===== config.mk =====
export PLATFORM = sky130hd
export DESIGN_NAME = unique_key_table_flat
export DESIGN_NICKNAME = d
export VERILOG_FILES = /design/src/rtl/ukt_pkg.sv /design/src/rtl/ukt_if.sv /design/src/rtl/ukt_ram.sv /design/src/rtl/unique_key_table.sv /design/src/flat_wrapper.sv
export SDC_FILE = /design/constraint.sdc
export NUM_CORES = 2
export LEC_CHECK = 0
export ABC_CLOCK_PERIOD_IN_PS = 27300
export BUFFER_PORTS_ARGS = -buffer_cell sky130_fd_sc_hd__buf_2
export CELL_PAD_IN_SITES_DETAIL_PLACEMENT = 2
export CELL_PAD_IN_SITES_GLOBAL_PLACEMENT = 2
export CORE_MARGIN = 2
export CORE_UTILIZATION = 52
export DETAILED_ROUTE_END_ITERATION = 12
export GPL_TIMING_DRIVEN = 0
export PLACE_DENSITY_LB_ADDON = 0.1
export SYNTH_ARGS = -nofsm -noshare
export SYNTH_HDL_FRONTEND = slang
export SYNTH_HIERARCHICAL = 1
export SYNTH_SLANG_ARGS = --single-unit

===== constraint.sdc =====
create_clock -name i_clk -period 27.3 [get_ports i_clk]
set_clock_uncertainty 0.2 [all_clocks]
set_input_delay 6.825 -clock i_clk [delete_from_list [all_inputs] [get_ports i_clk]]
set_output_delay 6.825 -clock i_clk [all_outputs]
set_load 0.01 [all_outputs]

===== src/rtl/ukt_pkg.sv =====
`default_nettype none

package ukt_pkg;

    localparam int UKT_ENTRIES = 16;
    localparam int CMD_W       = 2;
    localparam int KEY_W       = 32;
    localparam int STATUS_W    = 3;

    localparam logic [CMD_W-1:0] CMD_INSERT = 2'd0;
    localparam logic [CMD_W-1:0] CMD_ERASE  = 2'd1;
    localparam logic [CMD_W-1:0] CMD_SEARCH = 2'd2;

    localparam logic [STATUS_W-1:0] ST_OK        = 3'd0;
    localparam logic [STATUS_W-1:0] ST_EXISTS    = 3'd1;
    localparam logic [STATUS_W-1:0] ST_NOT_FOUND = 3'd2;
    localparam logic [STATUS_W-1:0] ST_EMPTY     = 3'd3;
    localparam logic [STATUS_W-1:0] ST_FULL      = 3'd4;

endpackage

`default_nettype wire


===== src/rtl/ukt_if.sv =====
`default_nettype none

interface ukt_cmd_if;
    import ukt_pkg::*;

    logic             valid;
    logic             ready;
    logic [CMD_W-1:0] command;
    logic [KEY_W-1:0] key;
    logic [KEY_W-1:0] parent_key;
    logic [KEY_W-1:0] info_value;

    modport source (output valid, command, key, parent_key, info_value, input ready);
    modport sink   (input valid, command, key, parent_key, info_value, output ready);
endinterface

interface ukt_rsp_if;
    import ukt_pkg::*;

    logic                valid;
    logic                ready;
    logic [STATUS_W-1:0] status;
    logic [KEY_W-1:0]    found_parent;
    logic [KEY_W-1:0]    found_info;

    modport source (output valid, status, found_parent, found_info, input ready);
    modport sink   (input valid, status, found_parent, found_info, output ready);
endinterface

`default_nettype wire


===== src/rtl/ukt_ram.sv =====
`default_nettype none

module ukt_ram #(
    parameter int WIDTH = 64,
    parameter int DEPTH = 16
) (
    input  wire logic                     i_clk,
    input  wire logic                     i_we,
    input  wire logic [$clog2(DEPTH)-1:0] i_waddr,
    input  wire logic [WIDTH-1:0]         i_wdata,
    input  wire logic                     i_re,
    input  wire logic [$clog2(DEPTH)-1:0] i_raddr,
    output logic      [WIDTH-1:0]         o_rdata
);

    logic [WIDTH-1:0] r_mem [DEPTH];
    logic [WIDTH-1:0] r_rdata;

    always_ff @(posedge i_clk) begin
        if (i_we) begin
            r_mem[i_waddr] <= i_wdata;
        end
        // hold the last read word while no read is issued
        if (i_re) begin
            r_rdata <= r_mem[i_raddr];
        end
    end

    assign o_rdata = r_rdata;

endmodule

`default_nettype wire


===== src/rtl/unique_key_table.sv =====
`default_nettype none

// Bounded key/value table with unique keys. Each command item (insert, erase,
// search) is held in an input register, then checked against every stored key
// at once; the table update and the result status are registered when the item
// leaves the input register, together with the read of the parent/info RAM for
// a search hit. One command is taken every cycle while ready is high; the rate
// is set by the combinational parallel key compare over all ENTRIES slots plus
// the one-port-each write/read of the data RAM. Ready drops only while a result
// waits at the output and the input register is also full. Insert uses the
// lowest free slot; found_parent and found_info read zero for every result
// except a successful search.
module unique_key_table #(
    parameter int ENTRIES = ukt_pkg::UKT_ENTRIES
) (
    input wire logic i_clk,
    input wire logic i_rst_n,
    ukt_cmd_if.sink  i_cmd,
    ukt_rsp_if.source o_rsp
);
    import ukt_pkg::*;

    localparam int IDX_W  = $clog2(ENTRIES);
    localparam int DATA_W = 2 * KEY_W;

    // input register
    logic             r_a_valid;
    logic [CMD_W-1:0] r_a_cmd;
    logic [KEY_W-1:0] r_a_key;
    logic [KEY_W-1:0] r_a_parent;
    logic [KEY_W-1:0] r_a_info;

    // result register
    logic                r_b_valid;
    logic [STATUS_W-1:0] r_b_status;
    logic                r_b_hit;

    // table
    logic [ENTRIES-1:0] r_valid;
    logic [ENTRIES-1:0] n_valid;
    logic [KEY_W-1:0]   r_keys [ENTRIES];

    logic                adv;
    logic                step;
    logic [ENTRIES-1:0]  match;
    logic                any_hit;
    logic [IDX_W-1:0]    hit_idx;
    logic [IDX_W-1:0]    free_idx;
    logic                tbl_full;
    logic                tbl_empty;
    logic                ins_ok;
    logic                erase_ok;
    logic                search_ok;
    logic [STATUS_W-1:0] n_status;
    logic [DATA_W-1:0]   rd_data;

    assign adv         = !r_b_valid || o_rsp.ready;
    assign step        = adv && r_a_valid;
    assign i_cmd.ready = adv || !r_a_valid;

    always_ff @(posedge i_clk) begin
        if (!i_rst_n) begin
            r_a_valid <= 1'b0;
        end else if (i_cmd.ready) begin
            r_a_valid <= i_cmd.valid;
        end
    end

    always_ff @(posedge i_clk) begin
        if (i_cmd.valid && i_cmd.ready) begin
            r_a_cmd    <= i_cmd.command;
            r_a_key    <= i_cmd.key;
            r_a_parent <= i_cmd.parent_key;
            r_a_info   <= i_cmd.info_value;
        end
    end

    // parallel compare, lowest-index hit and lowest free slot
    always_comb begin
        hit_idx  = '0;
        free_idx = '0;
        for (int i = ENTRIES - 1; i >= 0; i--) begin
            match[i] = r_valid[i] && (r_keys[i] == r_a_key);
            if (match[i]) begin
                hit_idx = IDX_W'(i);
            end
            if (!r_valid[i]) begin
                free_idx = IDX_W'(i);
            end
        end
    end

    assign any_hit   = |match;
    assign tbl_full  = &r_valid;
    assign tbl_empty = ~|r_valid;

    always_comb begin
        n_status  = ST_OK;
        ins_ok    = 1'b0;
        erase_ok  = 1'b0;
        search_ok = 1'b0;
        case (r_a_cmd)
            CMD_INSERT: begin
                if (any_hit) begin
                    n_status = ST_EXISTS;
                end else if (tbl_full) begin
                    n_status = ST_FULL;
                end else begin
                    ins_ok = 1'b1;
                end
            end
            CMD_ERASE, CMD_SEARCH: begin
                if (tbl_empty) begin
                    n_status = ST_EMPTY;
                end else if (!any_hit) begin
                    n_status = ST_NOT_FOUND;
                end else if (r_a_cmd == CMD_ERASE) begin
                    erase_ok = 1'b1;
                end else begin
                    search_ok = 1'b1;
                end
            end
            default: begin
                n_status = ST_OK;
            end
        endcase
    end

    always_comb begin
        n_valid = r_valid;
        if (ins_ok) begin
            n_valid[free_idx] = 1'b1;
        end
        if (erase_ok) begin
            n_valid[hit_idx] = 1'b0;
        end
    end

    always_ff @(posedge i_clk) begin
        if (!i_rst_n) begin
            r_valid <= '0;
        end else if (step) begin
            r_valid <= n_valid;
        end
    end

    always_ff @(posedge i_clk) begin
        if (step && ins_ok) begin
            r_keys[free_idx] <= r_a_key;
        end
    end

    always_ff @(posedge i_clk) begin
        if (!i_rst_n) begin
            r_b_valid <= 1'b0;
        end else if (adv) begin
            r_b_valid <= r_a_valid;
        end
    end

    always_ff @(posedge i_clk) begin
        if (step) begin
            r_b_status <= n_status;
            r_b_hit    <= search_ok;
        end
    end

    ukt_ram #(
        .WIDTH (DATA_W),
        .DEPTH (ENTRIES)
    ) u_data_ram (
        .i_clk   (i_clk),
        .i_we    (step && ins_ok),
        .i_waddr (free_idx),
        .i_wdata ({r_a_parent, r_a_info}),
        .i_re    (step && search_ok),
        .i_raddr (hit_idx),
        .o_rdata (rd_data)
    );

    assign o_rsp.valid        = r_b_valid;
    assign o_rsp.status       = r_b_status;
    assign o_rsp.found_parent = r_b_hit ? rd_data[DATA_W-1:KEY_W] : '0;
    assign o_rsp.found_info   = r_b_hit ? rd_data[KEY_W-1:0] : '0;

    a_insert_grows: assert property (@(posedge i_clk) disable iff (!i_rst_n)
        (step && ins_ok) |=> ($countones(r_valid) == $past($countones(r_valid)) + 1))
        else $error("successful insert did not add exactly one entry");

    a_empty_status: assert property (@(posedge i_clk) disable iff (!i_rst_n)
        (r_b_valid && r_b_status == ST_EMPTY) |-> (r_valid == '0))
        else $error("empty status reported while entries are valid");

    a_full_status: assert property (@(posedge i_clk) disable iff (!i_rst_n)
        (r_b_valid && r_b_status == ST_FULL) |-> (&r_valid))
        else $error("full status reported while a slot is free");

    a_hit_ok: assert property (@(posedge i_clk) disable iff (!i_rst_n)
        (r_b_valid && r_b_hit) |-> (r_b_status == ST_OK))
        else $error("search data returned with a failing status");

endmodule

`default_nettype wire


===== src/flat_wrapper.sv =====
// flat-port wrapper written by rule: the top's interface ports become plain ports
module unique_key_table_flat import ukt_pkg::*;
#(
    parameter int ENTRIES = ukt_pkg::UKT_ENTRIES
)
  (i_clk, i_rst_n, i_cmd_valid, i_cmd_command, i_cmd_key, i_cmd_parent_key, i_cmd_info_value, i_cmd_ready, o_rsp_valid, o_rsp_status, o_rsp_found_parent, o_rsp_found_info, o_rsp_ready);
  ukt_cmd_if i_cmd_i ();
  ukt_rsp_if o_rsp_i ();
  input wire logic i_clk;
  input wire logic i_rst_n;
  input wire logic [$bits(i_cmd_i.valid)-1:0] i_cmd_valid;
  input wire logic [$bits(i_cmd_i.command)-1:0] i_cmd_command;
  input wire logic [$bits(i_cmd_i.key)-1:0] i_cmd_key;
  input wire logic [$bits(i_cmd_i.parent_key)-1:0] i_cmd_parent_key;
  input wire logic [$bits(i_cmd_i.info_value)-1:0] i_cmd_info_value;
  output wire logic [$bits(i_cmd_i.ready)-1:0] i_cmd_ready;
  output wire logic [$bits(o_rsp_i.valid)-1:0] o_rsp_valid;
  output wire logic [$bits(o_rsp_i.status)-1:0] o_rsp_status;
  output wire logic [$bits(o_rsp_i.found_parent)-1:0] o_rsp_found_parent;
  output wire logic [$bits(o_rsp_i.found_info)-1:0] o_rsp_found_info;
  input wire logic [$bits(o_rsp_i.ready)-1:0] o_rsp_ready;
  assign i_cmd_i.valid = i_cmd_valid;
  assign i_cmd_i.command = i_cmd_command;
  assign i_cmd_i.key = i_cmd_key;
  assign i_cmd_i.parent_key = i_cmd_parent_key;
  assign i_cmd_i.info_value = i_cmd_info_value;
  assign i_cmd_ready = i_cmd_i.ready;
  assign o_rsp_valid = o_rsp_i.valid;
  assign o_rsp_status = o_rsp_i.status;
  assign o_rsp_found_parent = o_rsp_i.found_parent;
  assign o_rsp_found_info = o_rsp_i.found_info;
  assign o_rsp_i.ready = o_rsp_ready;
  unique_key_table #(.ENTRIES(ENTRIES)) u_core (.i_clk(i_clk), .i_rst_n(i_rst_n), .i_cmd(i_cmd_i), .o_rsp(o_rsp_i));
endmodule

==> impl_metrics.json, run 1 <==
{
  "finalWeightedCongestion": 0.887,
  "ys_seq_elements": 1720,
  "die_y_um": 366,
  "synth_cell_types": 57,
  "dp_hpwl_mm": 184,
  "netlist_area_sq_mm": 0.0681,
  "std_cell_rows": 132,
  "die_w_um": 366,
  "io_buffers": 170,
  "synth_top_cell_by_area": "edfxtp_1",
  "synthTopCellsByArea": "edfxtp_1 (75%), mux4_2 (8.5%), xor2_1 (4.5%)",
  "yosysSeqAreaShare_pct": 75.6,
  "ios": 171,
  "ys.flop_type": "edfxtp_1",
  "netlist.area_leader.share_pct": 75.0,
  "yosysWarnings": 6,
  "start_util_pct": 52.5,
  "syn_inst": 3530,
  "firstError": "[ERROR DPL-0033] detailed placement checks failed during check placement.",
  "status": "stopped before the end",
  "avgSynthCellArea_sq_um": 19.3,
  "async_flop_share_pct": 0,
  "haltStage": "detailed placement",
  "synth_nets": 3635,
  "synth_edf_count": 1702
}
per-stage QoR:
step | std cells | hold WS, ps | worst slack [ps] | cell area [sq um]
after floorplan | 3530 | 278 | 13140 | 68100
after global placement | 5442 | 298 | 7260 | 71100
cells in the mapped netlist (all sizes together), types with 5 or more instances:
cell	number
a31oi	5
or4	15
xnor2	163
nand3b	6
mux4	256
or3	10
clkbuf	49
o211ai	5
and3	6
nor2	63
o21ai	20
nor2b	7
a21oi	15
nor3	42
nand2b	17
nand4b	17
nand4	77
dfxtp	18
a22oi	128
nand3	41
buf	112
nor4	154
xor2	349
and4	5
inv	17
nand2	115
and2	70
edfxtp	1702
nor4b	16
kinds of logic after synthesis:
family / synth area share (%)
adders and majority gates: 0.0551
muxes: 8.46
AOI/OAI and AO/OA: 1.96
and+or+nand+nor: 5.65
buffers and inverters: 1.68
xor gates and xnor gates: 6.63
DFF: 75.6
==> run 2: changes to the inputs <==
--- a/config.mk
+++ b/config.mk
@@ -7,13 +7,11 @@
 export LEC_CHECK = 0
 export ABC_CLOCK_PERIOD_IN_PS = 27300
 export BUFFER_PORTS_ARGS = -buffer_cell sky130_fd_sc_hd__buf_2
-export CELL_PAD_IN_SITES_DETAIL_PLACEMENT = 2
-export CELL_PAD_IN_SITES_GLOBAL_PLACEMENT = 2
 export CORE_MARGIN = 2
-export CORE_UTILIZATION = 52
+export CORE_UTILIZATION = 40
 export DETAILED_ROUTE_END_ITERATION = 12
 export GPL_TIMING_DRIVEN = 0
-export PLACE_DENSITY_LB_ADDON = 0.1
+export PLACE_DENSITY_LB_ADDON = 0.15
 export SYNTH_ARGS = -nofsm -noshare
 export SYNTH_HDL_FRONTEND = slang
 export SYNTH_HIERARCHICAL = 1
==> run 2 against run 1 <==
Compared with the run above:
- the flow now finishes, with violations (max-capacitance violations, max-slew violations)
- synthesized cell count unchanged
- area after synthesis unchanged
==> impl_metrics.json, run 2 <==
{
  "vias_per_cell": 5.66,
  "power_density_mw_per_mm2": 68.9,
  "yosysSeqAreaShare_pct": 75.6,
  "slowest_stage": "nor2b_1",
  "cts-root-buf": "clkbuf_16",
  "syn_inst": 3530,
  "io_buffers": 170,
  "antenna_found_initial": 15,
  "p_leak_nw": 25.1,
  "clockBufferDepth": 3,
  "post-cts-setup-buffers": 0,
  "synth_top_family_by_area": "multiplexers",
  "vias": 36000,
  "synthAdderAreaFrac_pct": 0.0551,
  "drtPass1Iterations": 5,
  "yosysMostFrequentCell": "edfxtp_1",
  "netlist_area_sq_mm": 0.0681,
  "ir_drop_mv": 0.0676,
  "violations": "max-capacitance violations, max-slew violations",
  "dp_hpwl_mm": 126,
  "critPathMaxFanout": 4,
  "required_ps": 20270,
  "startpoint_type": "input port",
  "path_class": "input port to output port",
  "cts_tree": "yes",
  "synth_cell_types": 57,
  "fin_crit_ps": 14410,
  "synth-simple-area-share_pct": 5.65,
  "finalMaxSlewViolations": 54,
  "timing.fmax_mhz": 69.4,
  "clk_pin_slew_ps": 50,
  "fill_cells": 14300,
  "cts_hold_buf": 0,
  "std_cell_rows": 151,
  "rsz0062_at_grt": "no",
  "hold_path_class": "flop to flop",
  "muxShareOfSynthArea_pct": 8.46,
  "worst_slew_pin_slew_ps": 1590,
  "wire_per_inst_um": 31.5,
  "yosysWarnings": 6,
  "synth_nets": 3635,
  "drtIter0Drc": 4207,
  "netlist.area_leader.share_pct": 75.0,
  "arrival_ps": 7390,
  "cap_viol_max_count": 3,
  "clock_power_share_pct": 43.1,
  "synth-compound-area-share_pct": 1.96,
  "slew-limit-headroom_pct": -6.00,
  "grt_pass1_vias": 35600,
  "insertion_delay_ps": 820,
  "core_sq_mm": 0.169,
  "synthXorXnorAreaFrac_pct": 6.63,
  "synth_edf_count": 1702,
  "final_cell_mix": "edfxtp_1 (1702), xor2_1 (349), mux4_2 (256)",
  "area_growth_pct": 16.8,
  "htreeDepth": 4,
  "setup_tns_ps": 0,
  "drive_gt1_share_pct": 22.6,
  "status": "finished, violations left",
  "ys_seq_elements": 1720,
  "die_y_um": 417,
  "avgSynthCellArea_sq_um": 19.3,
  "finalCritPeriodShare_pct": 52.8,
  "cts_sinks": 1720,
  "synthTopCellsByCount": "edfxtp_1 (1702), xor2_1 (349), mux4_2 (256)",
  "power.internal_mw": 4.31,
  "p_sw_share_pct": 21.4,
  "finalHoldViolCount": 0,
  "grtUsageTotal_pct": 23.0,
  "drc": 0,
  "fin_util_pct": 47.0,
  "ios": 171,
  "pwr-share-seq_pct": 54.2,
  "grt_overflow": 0,
  "finalNetCount": 4099,
  "layout_commonest_cell": "edfxtp_1",
  "postCtsResizedCells": 0,
  "crit_path_max_incr_delay_ps": 220,
  "final-setup-viol-count": 0,
  "crit_chain": "buf_2 -> nor2b_1 -> nand2_1 -> buf_2",
  "synthTopCellsByArea": "edfxtp_1 (75%), mux4_2 (8.5%), xor2_1 (4.5%)",
  "largest_register_ffs": 1024,
  "p_switching_mw": 1.17,
  "fp.dieArea_sq_mm": 0.174,
  "start_util_pct": 40.2,
  "path_common_cell": "buf_2",
  "p_comb_share_pct": 2.7,
  "top_register": "u_core/u_data_ram/r_mem",
  "worstSetupEndpointType": "output port",
  "ant_nets": 0,
  "synth_top_cell_by_area": "edfxtp_1",
  "wirelength_mm": 200,
  "die_w_um": 417,
  "finalWeightedCongestion": 0.850,
  "grt_pass1_wl_mm": 277,
  "cts_made_buffers": 182,
  "ys.flop_type": "edfxtp_1",
  "async_flop_share_pct": 0,
  "grt_start_max_net_pins": 43
}
[run 2: cell counts after synthesis]
Identical to the previous run, type by type.
[run 2: power by group through the flow]
stage,Combinational [mW],Clock [mW],Sequential [mW]
floorplan,0.0759,0,2.99
global placement,0.135,0,3.03
detailed placement,0.148,0,3.02
CTS,0.148,2.41,2.97
global route,0.155,2.51,2.97
finish,0.149,2.36,2.97
[run 2: path summary, 6_finish.rpt]
check                                         from                            end  slack [ps]  cells past startpoint
worst min register to register    u_core/r_a_valid             u_core/o_rsp.valid         320                      2
worst max-delay path                   o_rsp_ready                    i_cmd_ready       12890                      4
worst max register to register  u_core/r_a_key[12]  u_core/u_data_ram/o_rdata[24]       19910                     15
worst min-delay path              u_core/r_a_valid             u_core/o_rsp.valid         320                      2
[run 2: stage by stage]
step	total power [mW]	instance area, sq um	worst slack (ps)	hold WS [ps]	cells
2_1_floorplan	3.07	68100	13140	278	3530
3_3_place_gp	3.16	71700	6100	297	5918
3_5_place_dp	3.17	73900	12880	309	6028
4_1_cts	5.52	79500	12880	319	6355
5_1_grt	5.63	79500	12800	353	6356
6_report	5.48	79500	12890	319	6357
[run 2: routing by layer]
metal / global-route usage (%) / up-vias / share of wire, %
li1: - / 15100 / -
met1: 31.6 / 19200 / 42
met2: 37.7 / 1389 / 49
met3: 3.51 / 316 / 6.0
met4: 7.42 / 0 / 3.1
met5: 0 / - / 0
[run 2: cells by family (layout without fill, tap and decap cells)]
logic type | count (synthesis) | count (layout)
simple gates | 674 | 674
mux | 256 | 256
other cells | 0 | 2
fa+ha+maj | 3 | 3
xor+xnor | 512 | 512
flops | 1720 | 1720
compound gates | 187 | 187
buf+inv | 178 | 785
[run 2: worst max-delay path, delay by kind of cell]
family	cells	cell delay, ps
buf+inv	2	250
simple gates	2	320
[run 2: cell type report]
| class | instances | area, sq um | share of cell area [%] |
|---|---|---|---|
| Sequential cell | 1720 | 51500 | 64.7 |
| Multi-Input combinational cell | 1632 | 15700 | 19.8 |
| Clock buffer | 221 | 4830 | 6.07 |
| Timing Repair Buffer | 280 | 2780 | 3.50 |
| Tap cell | 2218 | 2780 | 3.49 |
| Buffer | 161 | 1080 | 1.36 |
| Clock inverter | 106 | 811 | 1.02 |
| Inverter | 17 | 63.8 | 0.0802 |
| Antenna cell | 2 | 5.00 | 0.00629 |
No activity file was read; power rests on OpenSTA's default activity.
